**config.mk**
```make
export PLATFORM = sky130hd
export DESIGN_NAME = periodic_timer_bank_flat
export DESIGN_NICKNAME = d
export VERILOG_FILES = /design/src/design/ptb_pkg.sv /design/src/design/ptb_if.sv /design/src/design/ptb_ram.sv /design/src/design/ptb_div.sv /design/src/design/periodic_timer_bank.sv /design/src/flat_wrapper.sv
export SDC_FILE = /design/constraint.sdc
export NUM_CORES = 1
export LEC_CHECK = 0
export BUFFER_PORTS_ARGS = -buffer_cell sky130_fd_sc_hd__buf_2
export CAP_MARGIN = 5
export CELL_PAD_IN_SITES_DETAIL_PLACEMENT = 2
export CELL_PAD_IN_SITES_GLOBAL_PLACEMENT = 2
export CORE_AREA = 2 2 233 235
export DETAILED_ROUTE_END_ITERATION = 12
export DIE_AREA = 0 0 235 237
export GPL_TIMING_DRIVEN = 1
export PLACE_DENSITY = 0.84
export SLEW_MARGIN = 25
export SYNTH_ARGS = -nofsm -noshare
export SYNTH_HDL_FRONTEND = slang
export SYNTH_SLANG_ARGS = --single-unit
```
**constraint.sdc**
```tcl
create_clock -name clk_i -period 5.1 [get_ports clk_i]
set_input_delay 1.02 -clock clk_i [delete_from_list [all_inputs] [get_ports clk_i]]
set_output_delay 1.02 -clock clk_i [all_outputs]
set_load 0.01 [all_outputs]
```
**src/design/ptb_pkg.sv**
```systemverilog
`timescale 1ns / 1ps
// Package for the periodic timer bank: sizes, field codes and shared types.
// No dependencies; the other design files but ptb_if refer to it by scoped names.
package ptb_pkg;

  // Number of timer slots and the width of a slot number.
  localparam int NUM_SLOTS = 8;
  localparam int SLOT_W    = (NUM_SLOTS > 1) ? $clog2(NUM_SLOTS) : 1;

  typedef logic [SLOT_W-1:0] slot_t;

  // Input modes.
  localparam logic [1:0] MODE_REG   = 2'd0;
  localparam logic [1:0] MODE_UNREG = 2'd1;
  localparam logic [1:0] MODE_ADV   = 2'd2;

  // Result kinds.
  localparam logic [1:0] KIND_REG    = 2'd0;
  localparam logic [1:0] KIND_FULL   = 2'd1;
  localparam logic [1:0] KIND_UNREG  = 2'd2;
  localparam logic [1:0] KIND_EXPIRY = 2'd3;

  // One slot entry as held in the state memory.
  typedef struct packed {
    logic [15:0] period;
    logic [15:0] countdown;
  } slot_ent_t;

  // Divider request and response.
  typedef struct packed {
    logic        start;
    logic [15:0] dividend;
    logic [16:0] divisor;
  } div_req_t;

  typedef struct packed {
    logic        done;
    logic [15:0] quotient;
    logic [16:0] remainder;
  } div_rsp_t;

endpackage

```
**src/design/ptb_if.sv**
```systemverilog
`timescale 1ns / 1ps
// Valid/ready channel interfaces for input items and result items.
// Depends on nothing but the field widths of the block.
interface ptb_in_if;
  logic        valid;
  logic        ready;
  logic [1:0]  mode;
  logic [2:0]  slot;
  logic [15:0] period;
  logic [15:0] elapsed_ticks;

  modport source (output valid, mode, slot, period, elapsed_ticks, input ready);
  modport sink   (input valid, mode, slot, period, elapsed_ticks, output ready);
endinterface

interface ptb_out_if;
  logic        valid;
  logic        ready;
  logic [1:0]  result_kind;
  logic [2:0]  slot_index;
  logic [15:0] expirations;
  logic        last;

  modport source (output valid, result_kind, slot_index, expirations, last, input ready);
  modport sink   (input valid, result_kind, slot_index, expirations, last, output ready);
endinterface

```
**src/design/ptb_ram.sv**
```systemverilog
`timescale 1ns / 1ps
// Slot state memory: one write port, one read port, registered read data.
// Depends on ptb_pkg for the depth and the entry type.
module ptb_ram (
  input  logic              clk_i,
  input  logic              we_i,
  input  ptb_pkg::slot_t    waddr_i,
  input  ptb_pkg::slot_ent_t wdata_i,
  input  logic              re_i,
  input  ptb_pkg::slot_t    raddr_i,
  output ptb_pkg::slot_ent_t rdata_o
);

  ptb_pkg::slot_ent_t mem [ptb_pkg::NUM_SLOTS];
  ptb_pkg::slot_ent_t rdata_q;

  // Write port.
  always_ff @(posedge clk_i) begin
    if (we_i) begin
      mem[waddr_i] <= wdata_i;
    end
  end

  // Read port; the data holds until the next read.
  always_ff @(posedge clk_i) begin
    if (re_i) begin
      rdata_q <= mem[raddr_i];
    end
  end

  assign rdata_o = rdata_q;

endmodule

```
**src/design/ptb_div.sv**
```systemverilog
`timescale 1ns / 1ps
// Restoring divider, one quotient bit per cycle: 16-bit dividend, 17-bit divisor.
// Depends on ptb_pkg for the request and response structs.
module ptb_div (
  input  logic              clk_i,
  input  logic              rst_ni,
  input  ptb_pkg::div_req_t req_i,
  output ptb_pkg::div_rsp_t rsp_o
);

  logic [4:0]  cnt_q;
  logic        done_q;
  logic [16:0] rem_q;
  logic [15:0] quo_q;
  logic [16:0] div_q;

  logic [17:0] trial;
  logic [17:0] diff;
  logic        ge;

  // One trial subtraction per step.
  assign trial = {rem_q, quo_q[15]};
  assign diff  = trial - {1'b0, div_q};
  assign ge    = (trial >= {1'b0, div_q});

  // Step counter and done pulse.
  always_ff @(posedge clk_i or negedge rst_ni) begin
    if (!rst_ni) begin
      cnt_q  <= 5'd0;
      done_q <= 1'b0;
    end else if (req_i.start) begin
      cnt_q  <= 5'd16;
      done_q <= 1'b0;
    end else begin
      done_q <= (cnt_q == 5'd1);
      if (cnt_q != 5'd0) begin
        cnt_q <= cnt_q - 5'd1;
      end
    end
  end

  // Partial remainder and quotient shift register.
  always_ff @(posedge clk_i) begin
    if (req_i.start) begin
      rem_q <= 17'd0;
      quo_q <= req_i.dividend;
      div_q <= req_i.divisor;
    end else if (cnt_q != 5'd0) begin
      rem_q <= ge ? diff[16:0] : trial[16:0];
      quo_q <= {quo_q[14:0], ge};
    end
  end

  assign rsp_o.done      = done_q;
  assign rsp_o.quotient  = quo_q;
  assign rsp_o.remainder = rem_q;

endmodule

```
**src/design/periodic_timer_bank.sv**
```systemverilog
`timescale 1ns / 1ps
// Periodic timer bank top level: slot control, state memory and divider.
// Depends on ptb_pkg, ptb_if, ptb_ram and ptb_div.
//
//   channel | dir | handshake        | payload
//   in_i    | in  | valid/ready      | mode, slot, period, elapsed_ticks
//   out_o   | out | valid/ready      | result_kind, slot_index, expirations, last
//
// Register and unregister items go from idle to finish, plus any wait on the output register.
// An advance item walks all slots: a free slot is only scanned, an active slot that
// does not expire is read, loaded and written back, and an expiring slot takes a
// memory read, divider start and 16 divider steps, then a write back.
// The divider and the slot memory set the pace of the walk.
// Reset clears the active bits and the control state; there is no clearing pass.
// A stalled output holds the walk only when a second expiry event is ready.
module periodic_timer_bank (
  input  logic      clk_i,
  input  logic      rst_ni,
  ptb_in_if.sink    in_i,
  ptb_out_if.source out_o
);

  typedef enum logic [5:0] {
    ST_IDLE = 6'b000001,
    ST_SCAN = 6'b000010,
    ST_LOAD = 6'b000100,
    ST_DIV  = 6'b001000,
    ST_WR   = 6'b010000,
    ST_FIN  = 6'b100000
  } state_e;

  state_e state_q, state_d;

  logic [ptb_pkg::NUM_SLOTS-1:0] active_q;
  ptb_pkg::slot_t idx_q;
  logic [15:0]    elapsed_q;
  logic [15:0]    n_q;
  logic [15:0]    newcd_q;

  // Held result, waiting for its successor to decide the last flag.
  logic        hv_q;
  logic [1:0]  hk_q;
  logic [2:0]  hs_q;
  logic [15:0] hn_q;

  // Output register.
  logic        ov_q;
  logic [1:0]  ok_q;
  logic [2:0]  os_q;
  logic [15:0] on_q;
  logic        ol_q;

  logic accept, out_free, adv_ok, idx_end, out_load, out_last;
  logic free_any;
  ptb_pkg::slot_t free_idx;

  logic [16:0] cd17, p17, e17;
  logic        no_exp;

  logic               ram_we, ram_re;
  ptb_pkg::slot_t     ram_waddr;
  ptb_pkg::slot_ent_t ram_wdata, ram_rdata;

  ptb_pkg::div_req_t div_req;
  ptb_pkg::div_rsp_t div_rsp;

  assign accept     = in_i.valid && in_i.ready;
  assign in_i.ready = (state_q == ST_IDLE);
  assign out_free   = !ov_q || out_o.ready;
  assign adv_ok     = (n_q == 16'd0) || !hv_q || out_free;
  assign idx_end    = (idx_q == ptb_pkg::slot_t'(ptb_pkg::NUM_SLOTS - 1));

  // Lowest free slot.
  always_comb begin
    free_idx = '0;
    free_any = 1'b0;
    for (int i = ptb_pkg::NUM_SLOTS - 1; i >= 0; i--) begin
      if (!active_q[i]) begin
        free_idx = ptb_pkg::slot_t'(i);
        free_any = 1'b1;
      end
    end
  end

  // A stored zero stands for a full 65536-tick count.
  assign cd17   = (ram_rdata.countdown == 16'd0) ? 17'h10000 : {1'b0, ram_rdata.countdown};
  assign p17    = (ram_rdata.period == 16'd0) ? 17'h10000 : {1'b0, ram_rdata.period};
  assign e17    = {1'b0, elapsed_q};
  assign no_exp = (e17 < cd17);

  // Divider request: ticks past the first expiry over the period.
  assign div_req.start    = (state_q == ST_LOAD) && !no_exp;
  assign div_req.dividend = 16'(e17 - cd17);
  assign div_req.divisor  = p17;

  // Memory port control.
  assign ram_re = (state_q == ST_SCAN) && active_q[idx_q];
  always_comb begin
    ram_we    = 1'b0;
    ram_waddr = idx_q;
    ram_wdata = '{period: ram_rdata.period, countdown: newcd_q};
    if (accept && (in_i.mode == ptb_pkg::MODE_REG) && free_any) begin
      ram_we    = 1'b1;
      ram_waddr = free_idx;
      ram_wdata = '{period: in_i.period, countdown: in_i.period};
    end else if ((state_q == ST_WR) && adv_ok) begin
      ram_we = 1'b1;
    end
  end

  // Output register loads: a held event is passed on when a later one appears
  // (not last) or when the item finishes (last).
  assign out_load = ((state_q == ST_WR) && adv_ok && (n_q != 16'd0) && hv_q) ||
                    ((state_q == ST_FIN) && hv_q && out_free);
  assign out_last = (state_q == ST_FIN);

  // Next state.
  always_comb begin
    state_d = state_q;
    case (state_q)
      ST_IDLE: begin
        if (accept) begin
          state_d = (in_i.mode == ptb_pkg::MODE_ADV) ? ST_SCAN : ST_FIN;
        end
      end
      ST_SCAN: begin
        if (active_q[idx_q]) begin
          state_d = ST_LOAD;
        end else if (idx_end) begin
          state_d = ST_FIN;
        end
      end
      ST_LOAD: begin
        state_d = no_exp ? ST_WR : ST_DIV;
      end
      ST_DIV: begin
        if (div_rsp.done) begin
          state_d = ST_WR;
        end
      end
      ST_WR: begin
        if (adv_ok) begin
          state_d = idx_end ? ST_FIN : ST_SCAN;
        end
      end
      ST_FIN: begin
        if (!hv_q || out_free) begin
          state_d = ST_IDLE;
        end
      end
      default: begin
        state_d = ST_IDLE;
      end
    endcase
  end

  // Control registers.
  always_ff @(posedge clk_i or negedge rst_ni) begin
    if (!rst_ni) begin
      state_q  <= ST_IDLE;
      active_q <= '0;
      hv_q     <= 1'b0;
      ov_q     <= 1'b0;
    end else begin
      state_q <= state_d;
      if (accept && (in_i.mode == ptb_pkg::MODE_REG)) begin
        hv_q <= 1'b1;
        if (free_any) begin
          active_q[free_idx] <= 1'b1;
        end
      end else if (accept && (in_i.mode == ptb_pkg::MODE_UNREG)) begin
        hv_q <= 1'b1;
        if (32'(in_i.slot) < ptb_pkg::NUM_SLOTS) begin
          active_q[ptb_pkg::slot_t'(in_i.slot)] <= 1'b0;
        end
      end else if ((state_q == ST_WR) && adv_ok && (n_q != 16'd0)) begin
        hv_q <= 1'b1;
      end else if ((state_q == ST_FIN) && out_free) begin
        hv_q <= 1'b0;
      end
      if (out_load) begin
        ov_q <= 1'b1;
      end else if (out_o.ready) begin
        ov_q <= 1'b0;
      end
    end
  end

  // Slot walk, arithmetic results and held result payload.
  always_ff @(posedge clk_i) begin
    if (accept) begin
      elapsed_q <= in_i.elapsed_ticks;
      idx_q     <= '0;
      if (in_i.mode == ptb_pkg::MODE_REG) begin
        hk_q <= free_any ? ptb_pkg::KIND_REG : ptb_pkg::KIND_FULL;
        hs_q <= free_any ? 3'(free_idx) : 3'd0;
        hn_q <= 16'd0;
      end else begin
        hk_q <= ptb_pkg::KIND_UNREG;
        hs_q <= in_i.slot;
        hn_q <= 16'd0;
      end
    end
    if ((state_q == ST_SCAN) && !active_q[idx_q] && !idx_end) begin
      idx_q <= idx_q + 1'b1;
    end
    if ((state_q == ST_LOAD) && no_exp) begin
      n_q     <= 16'd0;
      newcd_q <= 16'(cd17 - e17);
    end
    if ((state_q == ST_DIV) && div_rsp.done) begin
      n_q     <= div_rsp.quotient + 16'd1;
      newcd_q <= 16'(p17 - div_rsp.remainder);
    end
    if ((state_q == ST_WR) && adv_ok) begin
      if (n_q != 16'd0) begin
        hk_q <= ptb_pkg::KIND_EXPIRY;
        hs_q <= 3'(idx_q);
        hn_q <= n_q;
      end
      if (!idx_end) begin
        idx_q <= idx_q + 1'b1;
      end
    end
  end

  // Output payload.
  always_ff @(posedge clk_i) begin
    if (out_load) begin
      ok_q <= hk_q;
      os_q <= hs_q;
      on_q <= hn_q;
      ol_q <= out_last;
    end
  end

  assign out_o.valid       = ov_q;
  assign out_o.result_kind = ok_q;
  assign out_o.slot_index  = os_q;
  assign out_o.expirations = on_q;
  assign out_o.last        = ol_q;

  ptb_ram u_ram (
    .clk_i   (clk_i),
    .we_i    (ram_we),
    .waddr_i (ram_waddr),
    .wdata_i (ram_wdata),
    .re_i    (ram_re),
    .raddr_i (idx_q),
    .rdata_o (ram_rdata)
  );

  ptb_div u_div (
    .clk_i  (clk_i),
    .rst_ni (rst_ni),
    .req_i  (div_req),
    .rsp_o  (div_rsp)
  );

endmodule

```
**src/flat_wrapper.sv**
```systemverilog
// flat-port wrapper written by rule: the top's interface ports become plain ports
module periodic_timer_bank_flat 
  (clk_i, rst_ni, in_i_valid, in_i_mode, in_i_slot, in_i_period, in_i_elapsed_ticks, in_i_ready, out_o_valid, out_o_result_kind, out_o_slot_index, out_o_expirations, out_o_last, out_o_ready);
  ptb_in_if in_i_i ();
  ptb_out_if out_o_i ();
  input  logic clk_i;
  input  logic rst_ni;
  input wire logic [$bits(in_i_i.valid)-1:0] in_i_valid;
  input wire logic [$bits(in_i_i.mode)-1:0] in_i_mode;
  input wire logic [$bits(in_i_i.slot)-1:0] in_i_slot;
  input wire logic [$bits(in_i_i.period)-1:0] in_i_period;
  input wire logic [$bits(in_i_i.elapsed_ticks)-1:0] in_i_elapsed_ticks;
  output wire logic [$bits(in_i_i.ready)-1:0] in_i_ready;
  output wire logic [$bits(out_o_i.valid)-1:0] out_o_valid;
  output wire logic [$bits(out_o_i.result_kind)-1:0] out_o_result_kind;
  output wire logic [$bits(out_o_i.slot_index)-1:0] out_o_slot_index;
  output wire logic [$bits(out_o_i.expirations)-1:0] out_o_expirations;
  output wire logic [$bits(out_o_i.last)-1:0] out_o_last;
  input wire logic [$bits(out_o_i.ready)-1:0] out_o_ready;
  assign in_i_i.valid = in_i_valid;
  assign in_i_i.mode = in_i_mode;
  assign in_i_i.slot = in_i_slot;
  assign in_i_i.period = in_i_period;
  assign in_i_i.elapsed_ticks = in_i_elapsed_ticks;
  assign in_i_ready = in_i_i.ready;
  assign out_o_valid = out_o_i.valid;
  assign out_o_result_kind = out_o_i.result_kind;
  assign out_o_slot_index = out_o_i.slot_index;
  assign out_o_expirations = out_o_i.expirations;
  assign out_o_last = out_o_i.last;
  assign out_o_i.ready = out_o_ready;
  periodic_timer_bank u_core (.clk_i(clk_i), .rst_ni(rst_ni), .in_i(in_i_i), .out_o(out_o_i));
endmodule
```
=== Yosys cells after proc, flatten, opt, wreduce, memory -nomap -nowiden ===
Memory sizes are Yosys's and may differ from the RTL's. A register that Yosys moved wholly into a read port is not among the register bits.
Index checks and enable logic that the tools add are counted.

* Register bits after elaboration: 166
* Bits in writable memories: 256
* Input bits: 41
* Output and inout port bits: 24
* Memories kept: 1

* $add $sub $neg: 7
* $lt $le $gt $ge: 7
* Equality and inequality tests: 16
* Multiplexer cells: 76
* Bitwise operators: 3
* Reductions and logical operators: 41

{| class="wikitable"
|+ Memories
! name !! depth !! bits a word !! read ports !! clocked after memory_dff !! write ports !! RTL line !! RTL
|-
| u_core.u_ram.mem || 8 || 32 || 1 || 1 || 1 || ptb_ram.sv:14 || <nowiki>ptb_pkg::slot_ent_t mem [ptb_pkg::NUM_SLOTS];</nowiki>
|}

{| class="wikitable"
|+ Operators with widths
! operator !! number
|-
| 16-bit two-way mux || 9
|-
| 3-bit two-way mux || 18
|-
| 17-bit two-way mux || 3
|-
| 16-bit logical NOT || 3
|-
| 6-bit two-way mux || 8
|-
| 16-bit subtractor || 3
|-
| 6-bit case mux with 6 select lines || 1
|-
| 32-bit two-way mux || 1
|-
| 8-bit two-way mux || 3
|-
| 1-bit two-way mux || 23
|-
| 18-bit by 17-bit >= comparator with 1-bit output || 1
|-
| 1-bit logical AND || 18
|-
| 16-bit by 17-bit less-than comparator with 1-bit output || 1
|-
| 17-bit subtractor || 1
|-
| 16-bit by 1-bit adder with 16-bit output (second input constant) || 1
|-
| 16-bit nonzero test || 1
|-
| 5-bit two-way mux || 3
|-
| 3-bit by 4-bit less-than comparator with 1-bit output (second input constant) || 3
|-
| 8-bit AND || 1
|-
| 2-bit two-way mux || 4
|-
| 8-bit inverter || 1
|-
| 8-bit OR || 1
|-
| 2-bit nonzero test || 4
|-
| 1-bit demux with 3-bit select || 2
|-
| 24 further kinds || 36
|}

=== Longest topological paths before layout ===
* Depth in word-level cells: 15
* Gate-level depth with buffers: 12

=== Modules after synthesis ===
A second synthesis with hierarchy kept.

* Cells, all modules: 1559
* Area, all modules: 21237.9 sq um

{| class="wikitable"
|+ By module, submodules not included
! module !! instances !! cells an instance !! area each (sq um) !! seq. area each (sq um)
|-
| ptb_ram || 1 || 415 || 10786.6 || 8648.3
|-
| periodic_timer_bank || 1 || 839 || 7244.4 || 2984.1
|-
| ptb_div || 1 || 305 || 3206.8 || 1481.4
|}

=== Worst setup path before layout ===
Ideal clock, no wire load.

* Path type: register to register
* From: register u_core.u_ram.rdata_o[1] (netlist name)
* To: register u_core.n_q[0] (enable)
* Arrival time: 4.570 ns
* Data required time: 4.632 ns
* Setup slack: 0.062 ns
* Cell stages (with the launch flop): 9
* Path buffers: 1
* Clock period less this slack: 5.038 ns
* Cell sequence: edfxtp_1 clkbuf_1 ha_1 nor2b_1 o31a_1 o31a_1 o41a_1 a221o_1 o21ai_0

* Word-level cells in the longest chain between the ends: 5

{| class="wikitable"
|+ Ends and longest elaborated chain
! element !! RTL line !! RTL
|-
| 16-bit logical NOT || periodic_timer_bank.sv:86 || <nowiki>assign cd17 = (ram_rdata.countdown == 16'd0) ? 17'h10000 : {1'b0, ram_rdata.countdown};</nowiki>
|-
| 17-bit two-way mux * || periodic_timer_bank.sv:86 ||
|-
| 16-bit by 17-bit less-than comparator with 1-bit output * || periodic_timer_bank.sv:89 || <nowiki>assign no_exp = (e17 < cd17);</nowiki>
|-
| 1-bit logical AND * || periodic_timer_bank.sv:207 || <nowiki>if ((state_q == ST_LOAD) && no_exp) begin</nowiki>
|-
| 2-bit nonzero test (no line) * || -- ||
|-
| end signal: assignment || periodic_timer_bank.sv:212 || <nowiki>n_q <= div_rsp.quotient + 16'd1;</nowiki>
|-
| end: declaration || periodic_timer_bank.sv:37 || <nowiki>logic [15:0] n_q;</nowiki>
|}

Mark *: on every way between the ends. The rest lies on a longest branch, timed or not.
A chain may end at the register's enable or synchronous reset.

=== Worst setup path after layout ===
* From: register u_core.state_q[3]
* To: memory u_core.u_ram.mem[0][2] (netlist name) (enable)

* Word-level cells in the longest chain between the ends: 7
* Elaborated cells on any way between the ends: 11

{| class="wikitable"
|+ Ends and longest elaborated chain
! element !! RTL line !! RTL
|-
| start: declaration || periodic_timer_bank.sv:32 || <nowiki>state_e state_q, state_d;</nowiki>
|-
| start signal: assignment || periodic_timer_bank.sv:165 || <nowiki>state_q <= state_d;</nowiki>
|-
| 6-bit by 1-bit == test with 1-bit output || periodic_timer_bank.sv:68 || <nowiki>assign in_i.ready = (state_q == ST_IDLE);</nowiki>
|-
| 1-bit logical AND || periodic_timer_bank.sv:67 || <nowiki>assign accept = in_i.valid && in_i.ready;</nowiki>
|-
| 1-bit logical AND (2 in a row) || periodic_timer_bank.sv:102 || <nowiki>if (accept && (in_i.mode == ptb_pkg::MODE_REG) && free_any) begin</nowiki>
|-
| 1-bit two-way mux || periodic_timer_bank.sv:102 ||
|-
| 1-bit two-way mux || ptb_ram.sv:19 || <nowiki>if (we_i) begin</nowiki>
|-
| 1-bit two-way mux (implied by the code) || ptb_ram.sv:20 || <nowiki>mem[waddr_i] <= wdata_i;</nowiki>
|-
| end: declaration || ptb_ram.sv:14 ||
|}

Several ways; a longest one is shown, not always the timed one.

==> flow_summary_export.csv <==
group,metric,value,unit
outcome,outcome,"complete, no violations",
layout,nNetsFinal,1744,
clock_network,cts_resized,0,
global_routing,grt.total_usage,22.73,%
drt,via_per_inst,5.616,
die,rows,85,
clock_network,root_buffer,"clkbuf_16",
clock_network,cts_buffers,48,
pwr,irDropWorstVdd,0.3379,mV
global_routing,grt_max_degree,71,
timing,final-setup-viol-count,0,
pwr,p_total,11.81,mW
timing,rsz0062_at_grt,"false",
timing,finalCritPeriodShare,77.15,%
timing,report.final.slew_viol_count,0,
synth,synth_area_leaders,"edfxtp_1 56%, mux4_2 7.1%, ha_1 4.1%, dfxtp_1 3.9%, nand2_1 2.8%",
drt,postRouteAntennaNets,0,
synth,synth_common_cells,"391 x edfxtp_1, 155 x nand2_1, 108 x inv_1",
drt,dr.first_iter.drc_count,809,
synth,yosysWarnings,0,
drt,route.detailed.drc,0,
die,die_area,55700,um2
synth,yosys.area.top_type_share,55.88,%
drt,route.vias.total,13260,
synth,syn-instance-count,1585,
timing,worst_pin_slew,1.064,ns
placement,hpwlAfterDp,43.40,mm
timing,clock.fmax,254.2,MHz
layout,synthToLayoutAreaGrowth,12.43,%
global_routing,grt_overflow,0,
placement,gp_congestion,0.8350,
worst_setup_path,startpoint_type,"flop",
pwr,p_leak,8.675,nW
die,core,53280,um2
worst_setup_path,crit_path_max_incr_delay,0.70,ns
die,die_width,235,um
timing,finalCriticalPeriod,3.935,ns
clock_network,cts.sink_count,454,
clock_network,htreeDepth,2,
worst_setup_path,arrival,4.17,ns
synth,synth_area,21010,um2
clock_network,path_clk_slew,0.06,ns
synth,yosys.area.top_type,"edfxtp_1",
clock_network,holdBufCountCts,0,
timing,max-slew-margin-rel,28.67,%
synth,synth_cell_type_count,73,
die,pin_count,65,
die,die_y,237,um
worst_setup_path,required,5.33,ns
worst_setup_path,cp_slowest_cell,"nor3_2",
synth,synth.most_common_cell,"edfxtp_1",
drt,wire_per_inst,26.65,um
synth,ys_seq_area_share,62.41,%
worst_setup_path,crit_fanout,25,
synth,synth_area_per_cell,13.26,um2
pwr,p_per_area,499.9,nW/um2
clock_network,clockBufferDepth,3,
worst_setup_path,crit_chain,"or4_1 -> nor3b_1 -> nand2_1 -> o22a_1 -> nor3_2 -> buf_4",
layout,antenna_cells,0,
global_routing,grt_pass1_wl,94.92,mm
global_routing,antenna_found_initial,2,
clock_network,clk_latency,0.62,ns
synth,async_flop_share,4.846,%
global_routing,grt_pass1_vias,14810,
layout,drive_gt1_share,17.66,%
worst_setup_path,worstSetupEndpointType,"flop",
drt,routed_wl,62.92,mm
timing,tns,0,ns
timing,final-hold-violation-count,0,
worst_hold_path,hold_path.class,"input pin to asynchronous set/reset pin",
clock_network,cts_tree,"built",
drt,first_pass_iters,4,
layout,post-route-util,44.33,%
synth,synthFlopType,"edfxtp_1",
synth,ys_ff_latch,454,
die,start_util,39.43,%
clock_network,post_cts_buffers,0,
synth,synth_edf_count,391,
synth,synth_nets,1699,
run,cap_violations,0,
worst_setup_path,setup.worst_path.class,"flop to flop",
timing,finClkSkew,0.03883,ns
placement,port_buffers,64,
registers in the layout (all words and copies together) (netlist names):
register / flops
u_core.u_div.quo_q: 16
u_core.active_q: 8
u_core.u_div.rem_q: 17
u_core.hs_q: 3
u_core.u_div.done_q: 1
u_core.u_div.div_q: 17
u_core.u_div.cnt_q: 5
u_core.u_ram.mem: 256
u_core.out_o.last: 1
u_core.hn_q: 16
u_core.out_o.result_kind: 2
u_core.out_o.slot_index: 3
u_core.out_o.expirations: 16
u_core.hv_q: 1
u_core.n_q: 16
u_core.newcd_q: 16
u_core.hk_q: 2
u_core.u_ram.rdata_o: 32
u_core.elapsed_q: 16
u_core.state_q: 6
u_core.out_o.valid: 1
u_core.idx_q: 3
cell families (layout without fill, tap and decap cells):
kind of cell               Yosys count  after routing  synth area share [%]
xor gates and xnor gates            62             62                 2.584
adders and majority gates           73             73                 4.490
DFF                                454            454                 62.41
buffers and inverters              201            281                 3.728
AOI/OAI and AO/OA                  262            262                 8.003
muxes                              116            116                 9.671
and+or+nand+nor                    417            417                 9.111
path summary, 6_finish.rpt:
| path | depth (start not counted) | endpoint | slack [ns] | start |
|---|---|---|---|---|
| max | 6 | u_core.u_ram.mem[0][2] | 1.17 | u_core.state_q[3] |
| min | 1 | u_core.active_q[3] | 0.42 | rst_ni |
| max reg2reg | 6 | u_core.u_ram.mem[0][2] | 1.17 | u_core.state_q[3] |
| min reg2reg | 0 | u_core.out_o.expirations[4] | 0.43 | u_core.hn_q[4] |
| max in group asynchronous | 1 | u_core.state_q[0] | 4.30 | rst_ni |
| min in group clk_i | 0 | u_core.out_o.expirations[4] | 0.43 | u_core.hn_q[4] |
critical path, delay by kind of cell, from the launching register on:
family | cells | cell delay, ns
AOI/OAI and AO/OA | 1 | 0.39
and+or+nand+nor | 4 | 2.11
DFF | 1 | 0.49
buffers and inverters | 1 | 0.57
report_power, final:
group	leakage [nW]	internal, mW	switching (mW)	total [mW]
sequential	4.15	4.50	0.363	4.86
combinational	3.80	1.46	2.09	3.55
clock	0.720	1.89	1.51	3.40
metal layers:
metal	GRT usage (%)	share of wire, %	vias up
met5	0	0.016	-
met3	3.696	4.8	119
met4	8.995	3.9	2
li1	-	-	5918
met2	40.70	51	349
met1	27.34	40	6872
cells in the final DEF (no fill, tap or decap), types with 8 or more instances in the layout:
cell and instances:
xnor2_1 39, ha_1 69, nand3_1 40, nor2_1 105
dfrtp_1 21, a21o_1 18, nor3_2 8, nor2b_1 8
mux2_2 36, nor4_1 14, a31oi_1 8, inv_1 108
o21ai_0 78, clkinv_2 9, nand2b_1 14, nor3_1 18
nand2_1 155, buf_4 17, nand4_1 10, mux4_2 66
a211oi_2 12, buf_2 64, a211oi_1 13, o21a_1 8
xor2_1 23, mux2i_1 14, and3_1 15, a21oi_1 71
dfxtp_1 38, clkbuf_16 48, edfxtp_1 391, clkbuf_1 12
final cells by class:
cell class                 instances  area (um2)
fill                            5175       29660
sequential                       454       13120
multi-input combinational        930        7183
clock buffer                      60        1246
tap                              696       870.8
timing repair buffer              86       546.8
inverter                         110       412.9
clock inverter                    25       242.7
stage by stage:
stage / std cells / hold WS, ns / instance area (um2) / setup WS (ns)
6_report: 2361 / 0.4169 / 23620 / 1.165
3_3_place_gp: 2274 / 0.4171 / 22080 / 1.443
4_1_cts: 2359 / 0.4057 / 23570 / 1.154
5_1_grt: 2361 / 0.4348 / 23620 / 0.9776
2_1_floorplan: 1585 / 0.4079 / 21010 / 0.06192
3_5_place_dp: 2274 / 0.4199 / 22080 / 1.184
Note: power is estimated with default switching activity, not from simulation.
